`config.mk`:
```
export PLATFORM = sky130hd
export DESIGN_NAME = rfse_cmd_queue
export DESIGN_NICKNAME = d
export VERILOG_FILES = /design/src/sv/rfse_pkg.sv /design/src/sv/rfse_cmd_queue.sv
export SDC_FILE = /design/constraint.sdc
export NUM_CORES = 1
export LEC_CHECK = 0
export ABC_AREA = 1
export BUFFER_PORTS_ARGS = -buffer_cell sky130_fd_sc_hd__buf_2
export CAP_MARGIN = 20
export CORE_ASPECT_RATIO = 0.6
export CORE_MARGIN = 2
export CORE_UTILIZATION = 35
export DETAILED_ROUTE_END_ITERATION = 8
export SETUP_SLACK_MARGIN = 0.05
export SLEW_MARGIN = 20
export SYNTH_ARGS = -nofsm -noshare
export SYNTH_HDL_FRONTEND = slang
export SYNTH_SLANG_ARGS = --single-unit
export TNS_END_PERCENT = 20
```
`constraint.sdc`:
```
create_clock -name clk_i -period 10.6 [get_ports clk_i]
set_input_delay 2.12 -clock clk_i [delete_from_list [all_inputs] [get_ports clk_i]]
set_output_delay 2.12 -clock clk_i [all_outputs]
set_load 0.01 [all_outputs]
```
`src/sv/rfse_pkg.sv`:
```
`timescale 1ns / 1ps
`default_nettype none

package rfse_pkg;

  // Store geometry.
  localparam int MAX_WIDTH   = 256;
  localparam int MAX_HEIGHT  = 256;
  localparam int STORE_DEPTH = MAX_WIDTH * MAX_HEIGHT;
  localparam int ADDR_W      = $clog2(STORE_DEPTH);

  // Fixed field widths.
  localparam int CFG_W   = 9;
  localparam int COORD_W = 10;
  localparam int PIXEL_W = 32;
  localparam int PADDR_W = 4;
  localparam int PDATA_W = 32;

  localparam int QUEUE_DEPTH = 2;

  localparam logic [CFG_W-1:0] CFG_RESET = CFG_W'(256);

  typedef enum logic [2:0] {
    OP_PUT    = 3'd0,
    OP_GET    = 3'd1,
    OP_FILL   = 3'd2,
    OP_SCROLL = 3'd3,
    OP_CLEAR  = 3'd4
  } op_e;

  typedef enum logic [1:0] {
    REG_DISPLAY_WIDTH  = 2'd0,
    REG_DISPLAY_HEIGHT = 2'd1,
    REG_ROW_STRIDE     = 2'd2
  } reg_idx_e;

  typedef enum logic [1:0] {
    CMD_NONE,
    CMD_GET,
    CMD_PAINT,
    CMD_SCROLL
  } cmd_kind_e;

  // One classified command as it travels from the front to the back.
  typedef struct packed {
    cmd_kind_e          kind;
    logic [PIXEL_W-1:0] color;
    logic [CFG_W-1:0]   stride;
    logic [ADDR_W-1:0]  addr;        // get address or copy source base
    logic [ADDR_W-1:0]  paint_base;  // word address of the first painted row
    logic [CFG_W-1:0]   rows;        // painted rows, at least one when painting
    logic [CFG_W-1:0]   col_lo;      // first painted column
    logic [CFG_W-1:0]   cols;        // painted columns, at least one when painting
    logic [CFG_W-1:0]   copy_rows;   // rows moved by a scroll
    logic               paint_en;    // a scroll also paints its bottom band
  } cmd_t;

  typedef enum logic [2:0] {
    BK_IDLE,
    BK_START,
    BK_PAINT,
    BK_COPY,
    BK_COPY_END,
    BK_GET_RD,
    BK_GET_OUT
  } back_state_e;

endpackage

`default_nettype wire

```
`src/sv/rfse_cmd_queue.sv`:
```
`timescale 1ns / 1ps
`default_nettype none

module rfse_cmd_queue
  import rfse_pkg::*;
(
  input  logic clk_i,
  input  logic rst_ni,
  input  logic push_i,
  input  cmd_t cmd_i,
  input  logic pop_i,
  output cmd_t cmd_o,
  output logic empty_o,
  output logic full_o
);

  localparam int PTR_W = (QUEUE_DEPTH > 1) ? $clog2(QUEUE_DEPTH) : 1;
  localparam int CNT_W = $clog2(QUEUE_DEPTH + 1);

  cmd_t             slot_q [QUEUE_DEPTH];
  logic [PTR_W-1:0] wr_ptr_q, wr_ptr_d;
  logic [PTR_W-1:0] rd_ptr_q, rd_ptr_d;
  logic [CNT_W-1:0] count_q, count_d;

  assign empty_o = (count_q == '0);
  assign full_o  = (count_q == CNT_W'(QUEUE_DEPTH));
  assign cmd_o   = slot_q[rd_ptr_q];

  always_comb begin
    wr_ptr_d = wr_ptr_q;
    rd_ptr_d = rd_ptr_q;
    count_d  = count_q;
    if (push_i) begin
      wr_ptr_d = (wr_ptr_q == PTR_W'(QUEUE_DEPTH - 1)) ? '0 : wr_ptr_q + PTR_W'(1);
    end
    if (pop_i) begin
      rd_ptr_d = (rd_ptr_q == PTR_W'(QUEUE_DEPTH - 1)) ? '0 : rd_ptr_q + PTR_W'(1);
    end
    if (push_i && !pop_i) begin
      count_d = count_q + CNT_W'(1);
    end else if (pop_i && !push_i) begin
      count_d = count_q - CNT_W'(1);
    end
  end

  always_ff @(posedge clk_i or negedge rst_ni) begin
    if (!rst_ni) begin
      wr_ptr_q <= '0;
      rd_ptr_q <= '0;
      count_q  <= '0;
    end else begin
      wr_ptr_q <= wr_ptr_d;
      rd_ptr_q <= rd_ptr_d;
      count_q  <= count_d;
    end
  end

  always_ff @(posedge clk_i) begin
    if (push_i) begin
      slot_q[wr_ptr_q] <= cmd_i;
    end
  end

endmodule

`default_nettype wire

```
# ---- Yosys cells after proc, flatten, opt, wreduce, memory -nomap -nowiden
# Memories as Yosys holds them, arrays and structs flattened.
# Index checks and enable logic that the tools add are counted.
dict set report totals {
  ff_bits 4
  latchBits 0
  ram_bits 224
  romBits 0
  input_bits 116
  output_inout_bits 114
  word_cells 21
  memories 1
}
# name words word_bits rd rd_ports_with_merged_regs wr line_no
set mem_list {}
lappend mem_list {slot_q 2 112 1 0 1 rfse_cmd_queue.sv:20} ;# cmd_t slot_q [QUEUE_DEPTH];
dict set report classes {
  addsub 4
  mul 0
  n_div 0
  order_cmp 0
  n_eq_ne 1
  n_shift 0
  mux 6
  n_bitwise 0
  n_reduce_logical 6
}
# operator n
set op_table {}
lappend op_table {{two-way mux 1 bit} 4}
lappend op_table {{two-way mux 2 bit} 2}
lappend op_table {{adder 1 bit, second input constant} 2}
lappend op_table {{adder 2 x 1 -> 2 bit, second input constant} 1}
lappend op_table {{equality test 2 bit, second input constant} 1}
lappend op_table {{logical AND 1 bit} 2}
lappend op_table {{logical NOT 1 bit} 2}
lappend op_table {{logical NOT 2 bit} 1}
lappend op_table {{nonzero test 2 bit} 1}
lappend op_table {{subtractor 2 x 1 -> 2 bit, second input constant} 1}

# ---- Longest topological paths before layout
dict set report depth {
  depth_word 4
  mapped_depth 7
  mapped_depth_nobuf 7
}

# ---- Least setup slack after synthesis
# Ideal clock, no wire load.
dict set report synth_path {
  path_kind {input to register}
  from {in push_i}
  to {mem slot_q[0][0] (netlist bit), enable pin}
  setup_time_ps 587
  arrival_ps 6846
  required_ps 10013
  setup_slack_ps 3166
  path_stages 2
  path_buffers 0
  cell_sequence {inv_1 -> nor2_1}
}
dict set report synth_between {
  elab_chain_cells 2
}
# item line_no
set synth_rtl {}
lappend synth_rtl {{start, declared} rfse_cmd_queue.sv:9} ;# input logic push_i,
lappend synth_rtl {{two-way mux 1 bit} rfse_cmd_queue.sv:59} ;# if (push_i) begin
lappend synth_rtl {{two-way mux 1 bit (not written as such)} rfse_cmd_queue.sv:60} ;# slot_q[wr_ptr_q] <= cmd_i;
lappend synth_rtl {{end, declared} rfse_cmd_queue.sv:20}
# Every way passes these cells.

==> metrics <==
status=completed; Synth Warn #=0; count of cell types in the netlist=15; Fin. Hold Viols=0; Post-Syn Instances=374; reg2reg end=slot_q[1][17]; DPL Wire Length=10950 µm; per-instance average area after synthesis=22.95 µm²; flop2flop setup slack=8.58 ns; CP startpoint kind=flip-flop; max-slew violations=0; # resized after CTS=0; clock sink total=228; Hold-fix buffers, CTS=0; Tcrit/Tclk final=48.42%; row count=44; Switching Share=27.93%; cell area after synthesis=0.008582 mm²; area of the multi-input gates=0.001612 mm²; utilization after layout=44.91%; worst r2r path cells=3; Power per Cell Area=270.6 mW/mm²; Vias per Instance=4.451; Vias=4264; DIE HEIGHT=125.3 µm; final wirelength=16420 µm; Placed Area=0.01005 mm²; drt drc=0; fill count=2115; TritonCTS clock tree=done; Finish-stage setup viols=0; Tot GR Track Use=12.56%; Critical Path Slowest Stage Cell=dfrtp_4; Die Area=0.02583 mm²; worst relative slew slack=32.84%; part of the power in combinational logic=27.7%; setup TNS=0 ns; Top delay family on crit path=flip-flops; max_cap viols=0; IO Count=230; layout cell share with drive strength beyond 1=60.00%; Post-CTS Setup Bufs=0; maximum clock rate=0.1948 GHz; Critical Path Sink Type=output port; unrepaired setup endpoints after global routing=false; synthesized net count=491; Post-DRT Antenna Nets=0; crit path buf inv count=2; Starting Density=35.59%; critical path peak fanout=64; largest net degree at the start of global routing=84; clk slew on worst S/H paths=0.06 ns; Final min period=5.133 ns; Routability Congestion=0.7473; DRT iter0 DRCs=174; fin worst setup slack=5.467 ns; Worst VDD drop=202.7 µV; latest clock arrival within the worst-skew pair=0.50 ns; Max clock buf depth=3; RR Startpoint=wr_ptr_q; synthesis-to-layout area growth=26.18%; Num CTS Buffers=23; Nets=736; CP arrival=3.01 ns; register area share after synthesis=79.55%; die width=206.2 µm; port bufs=229; CP cell instances=buf_4 -> mux2_4 -> buf_2; first-pass GRT wire length=25010 µm; vias in the first global route=4663; flops & latches, synth=228; routed len/inst=17.14 µm; Reg area=0.006830 mm²; P_int=0.002112 W; H-tree depth=1; critical path required time=8.48 ns; Static Leak=4.249 nW; Flop pwr share=44.2%; initial antenna violation count=4; root buf cell=clkbuf_16; P_sw=0.0008183 W; Core Region=0.02411 mm²; Final Cell Area=0.01083 mm²; Largest stage delay, worst path=1.08 ns; critical path class=flip-flop to output port; Clock power frac=28.1%; gr ovfl total=0; hold_sp=count_q[1]; worst hold path stage count=2; worst slack, placed=5.903 ns; 1st-pass router iterations=4; Hold EP=count_q[1]; Min-Delay Path Class=flip-flop to flip-flop; Least-Margin Pin Slew=1.007 ns; Final Skew=0.006875 ns
## area by class of cell
| class | count | share of cell area (%) |
|---|---|---|
| Sequential cell | 228 | 63.07 |
| Multi-Input combinational cell | 126 | 14.88 |
| Timing Repair Buffer | 233 | 10.90 |
| Clock buffer | 25 | 5.384 |
| Tap cell | 322 | 3.720 |
| Clock inverter | 16 | 1.756 |
| Inverter | 7 | 0.2657 |
| Antenna cell | 1 | 0.02311 |
## worst register-to-register path, cell delays in order (launching register included)
cell	delay [ns]
dfrtp_1	0.43
nand2_1	0.12
inv_4	0.33
buf_6	0.70
## per-stage QoR
| stage | cells | hold WS (ns) | total power [W] |
|---|---|---|---|
| detailed placement | 916 | 0.5018 | 0.002145 |
| global placement | 916 | 0.4803 | 0.002129 |
| CTS | 957 | 0.5171 | 0.002981 |
| floorplan | 374 | 0.4631 | 0.001878 |
| global route | 957 | 0.5503 | 0.003080 |
| finish | 958 | 0.5199 | 0.002930 |
## layer usage
layer  part of all wire, %  track usage [%]  vias up
met1                    43            16.58     2097
li1                      -                -     1967
met5                  0.16                0        -
met3                    10            5.188       30
met4                   1.8            2.815        4
met2                    45            19.44      166
## worst max-delay path by stage
stage	cells past startpoint	from	slack, ns	endpoint
6_report	3	rd_ptr_q	5.47	cmd_o[21]
5_1_grt	3	rd_ptr_q	5.23	cmd_o[96]
4_1_cts	3	rd_ptr_q	5.34	cmd_o[96]
3_5_place_dp	3	rd_ptr_q	5.90	cmd_o[96]
3_3_place_gp	3	rd_ptr_q	5.91	cmd_o[92]
2_1_floorplan	2	push_i	3.17	slot_q[0][0]
## power by group through the flow
| stage | registers, W | logic (W) | clock network, W |
|---|---|---|---|
| 6_report | 0.00130 | 0.000811 | 0.000823 |
| 5_1_grt | 0.00132 | 0.000874 | 0.000887 |
| 2_1_floorplan | 0.00127 | 0.000609 | 0 |
| 3_3_place_gp | 0.00131 | 0.000820 | 0 |
| 4_1_cts | 0.00130 | 0.000826 | 0.000853 |
| 3_5_place_dp | 0.00132 | 0.000824 | 0 |
## cells in the final DEF, fill, tap and decap left out
cell type	instances
buf_2	229
buf_4	3
buf_6	1
bufinv_16	4
clkbuf_1	2
clkbuf_16	23
clkinv_1	6
clkinv_4	2
clkinvlp_4	4
dfrtp_1	3
dfrtp_4	1
diode_2	1
edfxtp_1	224
ha_1	1
inv_1	6
inv_4	1
mux2_2	42
mux2_4	70
nand2_1	5
nand3_1	1
nand4_1	1
nor2_1	2
nor2_4	1
xnor2_1	1
xor2_1	2
## cells by family (layout without fill, tap and decap cells)
| kind of cell | after synthesis | in the layout | synth area share, % |
|---|---|---|---|
| XOR/XNOR | 3 | 3 | 0.3062 |
| adder cells (fa/ha/maj) | 1 | 1 | 0.1458 |
| buffers and inverters | 20 | 281 | 1.764 |
| flip-flops | 228 | 228 | 79.55 |
| multiplexers | 112 | 112 | 17.76 |
| other | 0 | 1 | 0 |
| AND/OR/NAND/NOR | 10 | 10 | 0.4811 |
## sequential cells by signal, indices dropped and copies added, names as in the netlist
name      flops
count_q       2
slot_q      224
rd_ptr_q      1
wr_ptr_q      1
## Yosys cell counts
cell type / instances / area [µm²]
buf_8: 1 / 15.01
xor2_1: 2 / 17.52
mux2_2: 42 / 473.0
xnor2_1: 1 / 8.760
nand2_1: 5 / 18.77
nand3_1: 1 / 5.000
mux2_4: 70 / 1051
buf_6: 8 / 90.09
dfrtp_1: 4 / 100.1
inv_1: 7 / 26.28
buf_2: 4 / 20.02
edfxtp_1: 224 / 6726
nor2_1: 3 / 11.26
ha_1: 1 / 12.51
nand4_1: 1 / 6.260
(Power assumes the default switching activity.)
