$ cat config.mk
export PLATFORM = sky130hd
export DESIGN_NAME = rfse_front
export DESIGN_NICKNAME = d
export VERILOG_FILES = /design/src/sv/rfse_pkg.sv /design/src/sv/rfse_front.sv
export SDC_FILE = /design/constraint.sdc
export NUM_CORES = 1
export LEC_CHECK = 0
export BUFFER_PORTS_ARGS = -buffer_cell sky130_fd_sc_hd__clkbuf_2
export CAP_MARGIN = 30
export CORE_ASPECT_RATIO = 1.5
export CORE_MARGIN = 2
export CORE_UTILIZATION = 35
export CTS_CLUSTER_SIZE = 10
export DETAILED_ROUTE_END_ITERATION = 8
export PLACE_DENSITY = 0.53
export SLEW_MARGIN = 20
export SYNTH_ARGS = -nofsm -noshare
export SYNTH_HDL_FRONTEND = slang
export SYNTH_SLANG_ARGS = --single-unit
$ cat constraint.sdc
create_clock -name clk_i -period 18.35 [get_ports clk_i]
set_input_delay 3.67 -clock clk_i [delete_from_list [all_inputs] [get_ports clk_i]]
set_output_delay 3.67 -clock clk_i [all_outputs]
set_load 0.03 [all_outputs]
$ cat src/sv/rfse_pkg.sv
`timescale 1ns / 1ps
`default_nettype none

package rfse_pkg;

  // Store geometry.
  localparam int MAX_WIDTH   = 256;
  localparam int MAX_HEIGHT  = 256;
  localparam int STORE_DEPTH = MAX_WIDTH * MAX_HEIGHT;
  localparam int ADDR_W      = $clog2(STORE_DEPTH);

  // Fixed field widths.
  localparam int CFG_W   = 9;
  localparam int COORD_W = 10;
  localparam int PIXEL_W = 32;
  localparam int PADDR_W = 4;
  localparam int PDATA_W = 32;

  localparam int QUEUE_DEPTH = 2;

  localparam logic [CFG_W-1:0] CFG_RESET = CFG_W'(256);

  typedef enum logic [2:0] {
    OP_PUT    = 3'd0,
    OP_GET    = 3'd1,
    OP_FILL   = 3'd2,
    OP_SCROLL = 3'd3,
    OP_CLEAR  = 3'd4
  } op_e;

  typedef enum logic [1:0] {
    REG_DISPLAY_WIDTH  = 2'd0,
    REG_DISPLAY_HEIGHT = 2'd1,
    REG_ROW_STRIDE     = 2'd2
  } reg_idx_e;

  typedef enum logic [1:0] {
    CMD_NONE,
    CMD_GET,
    CMD_PAINT,
    CMD_SCROLL
  } cmd_kind_e;

  // One classified command as it travels from the front to the back.
  typedef struct packed {
    cmd_kind_e          kind;
    logic [PIXEL_W-1:0] color;
    logic [CFG_W-1:0]   stride;
    logic [ADDR_W-1:0]  addr;        // get address or copy source base
    logic [ADDR_W-1:0]  paint_base;  // word address of the first painted row
    logic [CFG_W-1:0]   rows;        // painted rows, at least one when painting
    logic [CFG_W-1:0]   col_lo;      // first painted column
    logic [CFG_W-1:0]   cols;        // painted columns, at least one when painting
    logic [CFG_W-1:0]   copy_rows;   // rows moved by a scroll
    logic               paint_en;    // a scroll also paints its bottom band
  } cmd_t;

  typedef enum logic [2:0] {
    BK_IDLE,
    BK_START,
    BK_PAINT,
    BK_COPY,
    BK_COPY_END,
    BK_GET_RD,
    BK_GET_OUT
  } back_state_e;

endpackage

`default_nettype wire

$ cat src/sv/rfse_front.sv
`timescale 1ns / 1ps
`default_nettype none

module rfse_front
  import rfse_pkg::*;
(
  input  logic               clk_i,
  input  logic               rst_ni,
  input  logic               psel_i,
  input  logic               penable_i,
  input  logic               pwrite_i,
  input  logic [PADDR_W-1:0] paddr_i,
  input  logic [PDATA_W-1:0] pwdata_i,
  output logic [PDATA_W-1:0] prdata_o,
  input  logic               start_i,
  input  logic               queue_full_i,
  input  logic [2:0]         operation_i,
  input  logic [COORD_W-1:0] x_pos_i,
  input  logic [COORD_W-1:0] y_pos_i,
  input  logic [COORD_W-1:0] rect_width_i,
  input  logic [COORD_W-1:0] rect_height_i,
  input  logic [PIXEL_W-1:0] color_i,
  input  logic [COORD_W-1:0] scroll_rows_i,
  input  logic [COORD_W-1:0] band_rows_i,
  output logic               push_o,
  output cmd_t               cmd_o
);

  logic [CFG_W-1:0] width_q, width_d;
  logic [CFG_W-1:0] height_q, height_d;
  logic [CFG_W-1:0] stride_q, stride_d;
  logic             cfg_we;
  reg_idx_e         cfg_idx;

  logic [COORD_W-1:0]       opa;
  logic [COORD_W+CFG_W-1:0] mul_a;
  logic [CFG_W-1:0]         band_top;
  logic [2*CFG_W-1:0]       mul_b;
  logic                     x_in, y_in;
  logic [COORD_W:0]         x_end, y_end;
  logic [CFG_W-1:0]         col_hi, row_hi;
  logic                     fill_any;
  logic                     big_scroll;
  logic                     screen_any;
  logic [CFG_W-1:0]         band_n;

  assign cfg_we  = psel_i && penable_i && pwrite_i;
  assign cfg_idx = reg_idx_e'(paddr_i[PADDR_W-1:2]);

  always_comb begin
    width_d  = width_q;
    height_d = height_q;
    stride_d = stride_q;
    if (cfg_we) begin
      case (cfg_idx)
        REG_DISPLAY_WIDTH:  width_d  = pwdata_i[CFG_W-1:0];
        REG_DISPLAY_HEIGHT: height_d = pwdata_i[CFG_W-1:0];
        REG_ROW_STRIDE:     stride_d = pwdata_i[CFG_W-1:0];
        default: ;
      endcase
    end
  end

  always_ff @(posedge clk_i or negedge rst_ni) begin
    if (!rst_ni) begin
      width_q  <= CFG_RESET;
      height_q <= CFG_RESET;
      stride_q <= CFG_RESET;
    end else begin
      width_q  <= width_d;
      height_q <= height_d;
      stride_q <= stride_d;
    end
  end

  always_comb begin
    case (cfg_idx)
      REG_DISPLAY_WIDTH:  prdata_o = PDATA_W'(width_q);
      REG_DISPLAY_HEIGHT: prdata_o = PDATA_W'(height_q);
      REG_ROW_STRIDE:     prdata_o = PDATA_W'(stride_q);
      default:            prdata_o = '0;
    endcase
  end

  // Clipping against the display.
  assign x_in   = x_pos_i < COORD_W'(width_q);
  assign y_in   = y_pos_i < COORD_W'(height_q);
  assign x_end  = (COORD_W+1)'(x_pos_i) + (COORD_W+1)'(rect_width_i);
  assign y_end  = (COORD_W+1)'(y_pos_i) + (COORD_W+1)'(rect_height_i);
  assign col_hi = (x_end < (COORD_W+1)'(width_q)) ? x_end[CFG_W-1:0] : width_q;
  assign row_hi = (y_end < (COORD_W+1)'(height_q)) ? y_end[CFG_W-1:0] : height_q;
  assign fill_any = x_in && y_in && (rect_width_i != '0) && (rect_height_i != '0);

  assign big_scroll = scroll_rows_i >= COORD_W'(height_q);
  assign screen_any = (width_q != '0) && (height_q != '0);
  assign band_top   = (band_rows_i > COORD_W'(height_q)) ? '0 :
                      height_q - band_rows_i[CFG_W-1:0];
  assign band_n     = height_q - band_top;

  // Two small multipliers: the start row (or scroll source) base, and the band base.
  assign opa   = (operation_i == OP_SCROLL) ? scroll_rows_i : y_pos_i;
  assign mul_a = (COORD_W+CFG_W)'(opa) * (COORD_W+CFG_W)'(stride_q);
  assign mul_b = (2*CFG_W)'(band_top) * (2*CFG_W)'(stride_q);

  assign push_o = start_i && !queue_full_i;

  always_comb begin
    cmd_o            = '0;
    cmd_o.kind       = CMD_NONE;
    cmd_o.color      = color_i;
    cmd_o.stride     = stride_q;
    cmd_o.addr       = ADDR_W'(mul_a);
    cmd_o.paint_base = ADDR_W'(mul_a);
    cmd_o.rows       = CFG_W'(1);
    cmd_o.col_lo     = x_pos_i[CFG_W-1:0];
    cmd_o.cols       = CFG_W'(1);
    cmd_o.copy_rows  = height_q - scroll_rows_i[CFG_W-1:0];
    cmd_o.paint_en   = 1'b1;
    case (operation_i)
      OP_PUT: begin
        if (x_in && y_in) begin
          cmd_o.kind = CMD_PAINT;
        end
      end
      OP_GET: begin
        if (x_in && y_in) begin
          cmd_o.kind = CMD_GET;
          cmd_o.addr = ADDR_W'(mul_a) + ADDR_W'(x_pos_i);
        end
      end
      OP_FILL: begin
        if (fill_any) begin
          cmd_o.kind = CMD_PAINT;
          cmd_o.rows = row_hi - y_pos_i[CFG_W-1:0];
          cmd_o.cols = col_hi - x_pos_i[CFG_W-1:0];
        end
      end
      OP_SCROLL, OP_CLEAR: begin
        if ((operation_i == OP_CLEAR) || big_scroll) begin
          if (screen_any) begin
            cmd_o.kind       = CMD_PAINT;
            cmd_o.paint_base = '0;
            cmd_o.rows       = height_q;
            cmd_o.col_lo     = '0;
            cmd_o.cols       = width_q;
          end
        end else begin
          cmd_o.kind       = CMD_SCROLL;
          cmd_o.paint_base = ADDR_W'(mul_b);
          cmd_o.rows       = band_n;
          cmd_o.col_lo     = '0;
          cmd_o.cols       = width_q;
          cmd_o.paint_en   = (band_n != '0) && (width_q != '0);
        end
      end
      default: ;
    endcase
  end

endmodule

`default_nettype wire

After elaboration in Yosys (flattened, before gate mapping) --
Cells that the tools add are included.
Storage, ports and cells: output and inout bits 145, bits of input ports 138, logic and storage cells 69, flip-flop bits (word level) 27
Cells by class: multiply operators 2, $lt $le $gt $ge 6, multiplexer cells 23, reductions and logical operators 21, $add $sub $neg 8, eq/ne operators 6
Operators by type and width (count):
- 2-to-1 mux 43 bit | 2
- 2-to-1 mux 9 bit | 6
- 2-to-1 mux 16 bit | 3
- subtractor 9 bit | 5
- case mux 9 bit (2 select lines) | 2
- case mux 9 bit (3 select lines) | 1
- nonzero test 9 bit | 3
- adder 10 x 10 -> 11 bit | 2
- less-than comparator 11 x 9 -> 1 bit | 2
- less-than comparator 10 x 9 -> 1 bit | 2
- nonzero test 10 bit | 2
- adder 16 x 10 -> 16 bit | 1
- multiplier 10 x 9 -> 16 bit | 1
- multiplier 9 x 9 -> 16 bit | 1
- >= comparator 10 x 9 -> 1 bit | 1
- > comparator 10 x 9 -> 1 bit | 1
- 2-to-1 mux 10 bit | 1
- logical AND 1 bit | 8
- 2-to-1 mux 2 bit | 4
- case mux 2 bit (4 select lines) | 1
- equality test 3 x 2 -> 1 bit, second input constant | 2
- AND reduction 2 bit | 3
- equality test 3 x 1 -> 1 bit, second input constant | 1
- equality test 3 bit, second input constant | 1
- other kinds (8) | 10

Depth between registers and ports, before layout --
depth after elaboration 7, gate-level depth with buffers 28, gate-level depth less buffers 27

Worst setup path before layout --
No wires, ideal clock.
kind input-to-output, start input port band_rows_i[5], end output port cmd_o[49] (netlist name), required time 14680 ps, arrival time 9382 ps, cell stages on the path 24, path slack 5298 ps, path buffers 2, cell sequence inv_1 -> ha_1 -> a211oi_2 -> o21ai_1 -> o211ai_2 -> clkbuf_1 -> and2_1 -> clkbuf_1 -> nand2_1 -> fa_1 -> inv_1 -> fa_1 -> inv_1 -> fa_1 -> fa_1 -> inv_1 -> ha_1 -> inv_1 -> o21bai_1 -> a21o_1 -> a21o_1 -> a31oi_1 -> xor2_1 -> o21ai_0
RTL lines:
- start, declared | line rfse_front.sv:24 | input logic [COORD_W-1:0] band_rows_i,
- end, declared | line rfse_front.sv:26 | output cmd_t cmd_o

==> metrics.csv <==
metric,value,unit
cts-buffers-inserted,3,
yosysMostFrequentCell,inv_1,
max_freq,69.4,MHz
critPathMaxFanout,20,
antenna_cells,0,
period_minus_slack,14400,ps
setup-violations-final,0,
crit_path_start_kind,primary input,
synthDistinctLibCells,77,
grt_pass1_vias,10800,
r2r-start,stride_q[5]$_DFFE_PN0P_,
wl,37200,microns
drc,0,
drtIter0Drc,538,
grt_max_degree,40,
relSlewSlack,0.301,
netlist.top_cell.by_area,fa_1,
post-cts-setup-buffer-count,0,
synth_area_leaders,"fa_1, ha_1, inv_1",
io_pins,283,
cts_hold_buf,0,
cts_resized,0,
path_clk_slew,60,ps
place.gp.congestion,0.904,
grt.total_usage,0.208,
hold_path_class,flop to flop,
cp-startpoint,operation_i[2],
syn_area,11900,sq um
num_vias,10600,
critPathKind,primary input to output port,
portBuffers,170,
r2r_slack,17050,ps
yosysWarnings,0,
placedCellCount,2031,
cap_violations,0,
initial_core_util,0.356,
avgSynthCellArea,7.95,sq um
num_rows,82,
area_delta_synth_final,9.17,%
slew_violations,0,
fin_worst_skew,0,ps
r2r_cells,1,
endpoint,cmd_o[68],
hold_viol,0,
syn_inst,1499,
cts_tree,yes,
hp-start,width_q[8]$_DFFE_PN1P_,
rsz0062_at_grt,no,
cp.required,14680,ps
finalCritPeriodShare,0.785,
cts_sinks,27,
synth_edf_count,0,
r2r_end,stride_q[5]$_DFFE_PN0P_,
yosys-top-cells-count,"inv_1, ha_1, nand2_1, fa_1, o21ai_0",
core_area,33400,sq um
clock-root-buffer,clkbuf_16,
h-tree-depth,1,
synth_flop_cell,dfrtp_1,
setup_tns,0,ps
dieArea,35600,sq um
cp-end-kind,output port,
whs,626,ps
drive_gt1_frac,0.155,
outcome,"finished, final reports clean",
dr.pass1.iters,5,
avgRoutedWirePerCell,18.3,microns
ys_seq_area_frac,0.0570,
die-width,155,microns
synth-seq-cells,27,
synthDominantCellAreaShare,0.188,
dieHeight,230,microns
fin_cells,2037,
grt_antenna_before_repair,0,
max_slew.worst_pin.slew,1050,ps
antenna_left,0,
grt_pass1_wl,58500,microns
clk_latency,260,ps
grt_overflow,0,
cp.arrival,10730,ps
cts.path.max_buffers,2,
finalNetCount,2046,
async_reset_ff_frac,1.00,
viasPerCell,5.21,
place.detailed.hpwl,32400,microns
worst max-delay path, cell delays in order:
cell	delay (ps)
clkbuf_2	140
nand3b_1	640
o21ai_1	910
nand2_1	180
fa_1	570
inv_1	50
fa_1	510
inv_1	50
fa_1	470
fa_1	540
inv_1	40
ha_1	310
inv_1	50
o21bai_1	250
a21oi_1	130
xnor2_1	340
ha_1	370
nand3_1	90
nor3_1	50
a2111oi_1	380
buf_4	220
nor4b_1	60
clkbuf_2	180
nand4_1	120
xor2_1	160
clkbuf_2	230
through the flow:
step	setup slack [ps]	utilization	cell area, sq um
4_1_cts	3490	0.388	13000
2_1_floorplan	5300	-	12000
5_1_grt	3290	0.389	13000
3_5_place_dp	3530	0.386	12900
6_report	3950	0.389	13000
3_3_place_gp	3580	0.386	12900
sequential cells by signal, indices dropped and copies added, names as in the netlist:
name / flops
height_q: 9
stride_q: 9
width_q: 9
metal layers:
layer	global-route usage	vias to the layer above	part of all wire
met4	0.0492	0	0.024
met1	0.236	5175	0.40
met2	0.417	222	0.55
met5	0	-	0
li1	-	5159	-
met3	0.0104	48	0.027
cell usage in the layout, fill, tap and decap left out, types with 19 or more instances in the layout:
| master | synthesis | routed |
|---|---|---|
| xor2_1 | 22 | 22 |
| ha_1 | 178 | 178 |
| nor3_1 | 21 | 21 |
| and2_1 | 53 | 53 |
| nor2b_1 | 24 | 24 |
| xnor2_1 | 57 | 57 |
| nor2_1 | 71 | 71 |
| inv_1 | 238 | 238 |
| mux2_2 | 35 | 35 |
| clkbuf_2 | 0 | 171 |
| nand2_1 | 155 | 155 |
| a21o_1 | 25 | 25 |
| fa_1 | 112 | 112 |
| conb_1 | 1 | 23 |
| nand2b_1 | 19 | 19 |
| and3_1 | 39 | 39 |
| o21ai_0 | 74 | 74 |
| a21oi_1 | 52 | 52 |
| dfrtp_1 | 24 | 24 |
final cells by class:
| type | instances | area [sq um] |
|---|---|---|
| fill | 3539 | 20400 |
| inverter | 238 | 893 |
| multi-input combinational | 1160 | 9840 |
| tap | 420 | 526 |
| sequential | 27 | 679 |
| timing repair buffer | 188 | 981 |
| clock buffer | 4 | 78.8 |
cell families after synthesis:
group	synth area share
AO/OA/AOI/OAI	0.150
XOR/XNOR	0.0600
adder cells (fa/ha/maj)	0.375
buffers and inverters	0.123
flip-flops	0.0570
multiplexers	0.0457
other	0.000315
AND/OR/NAND/NOR	0.188
worst min-delay path by stage:
stage,to,slack [ps],cells past startpoint
floorplan,width_q[8]$_DFFE_PN1P_,550,2
global placement,width_q[8]$_DFFE_PN1P_,600,2
detailed placement,width_q[8]$_DFFE_PN1P_,610,2
CTS,width_q[8]$_DFFE_PN1P_,620,2
global route,width_q[8]$_DFFE_PN1P_,690,2
finish,width_q[8]$_DFFE_PN1P_,630,2
Power is left out: the tool's default activity adds up to more than one toggle a clock period on the data nets, which glitch-free logic cannot reach.
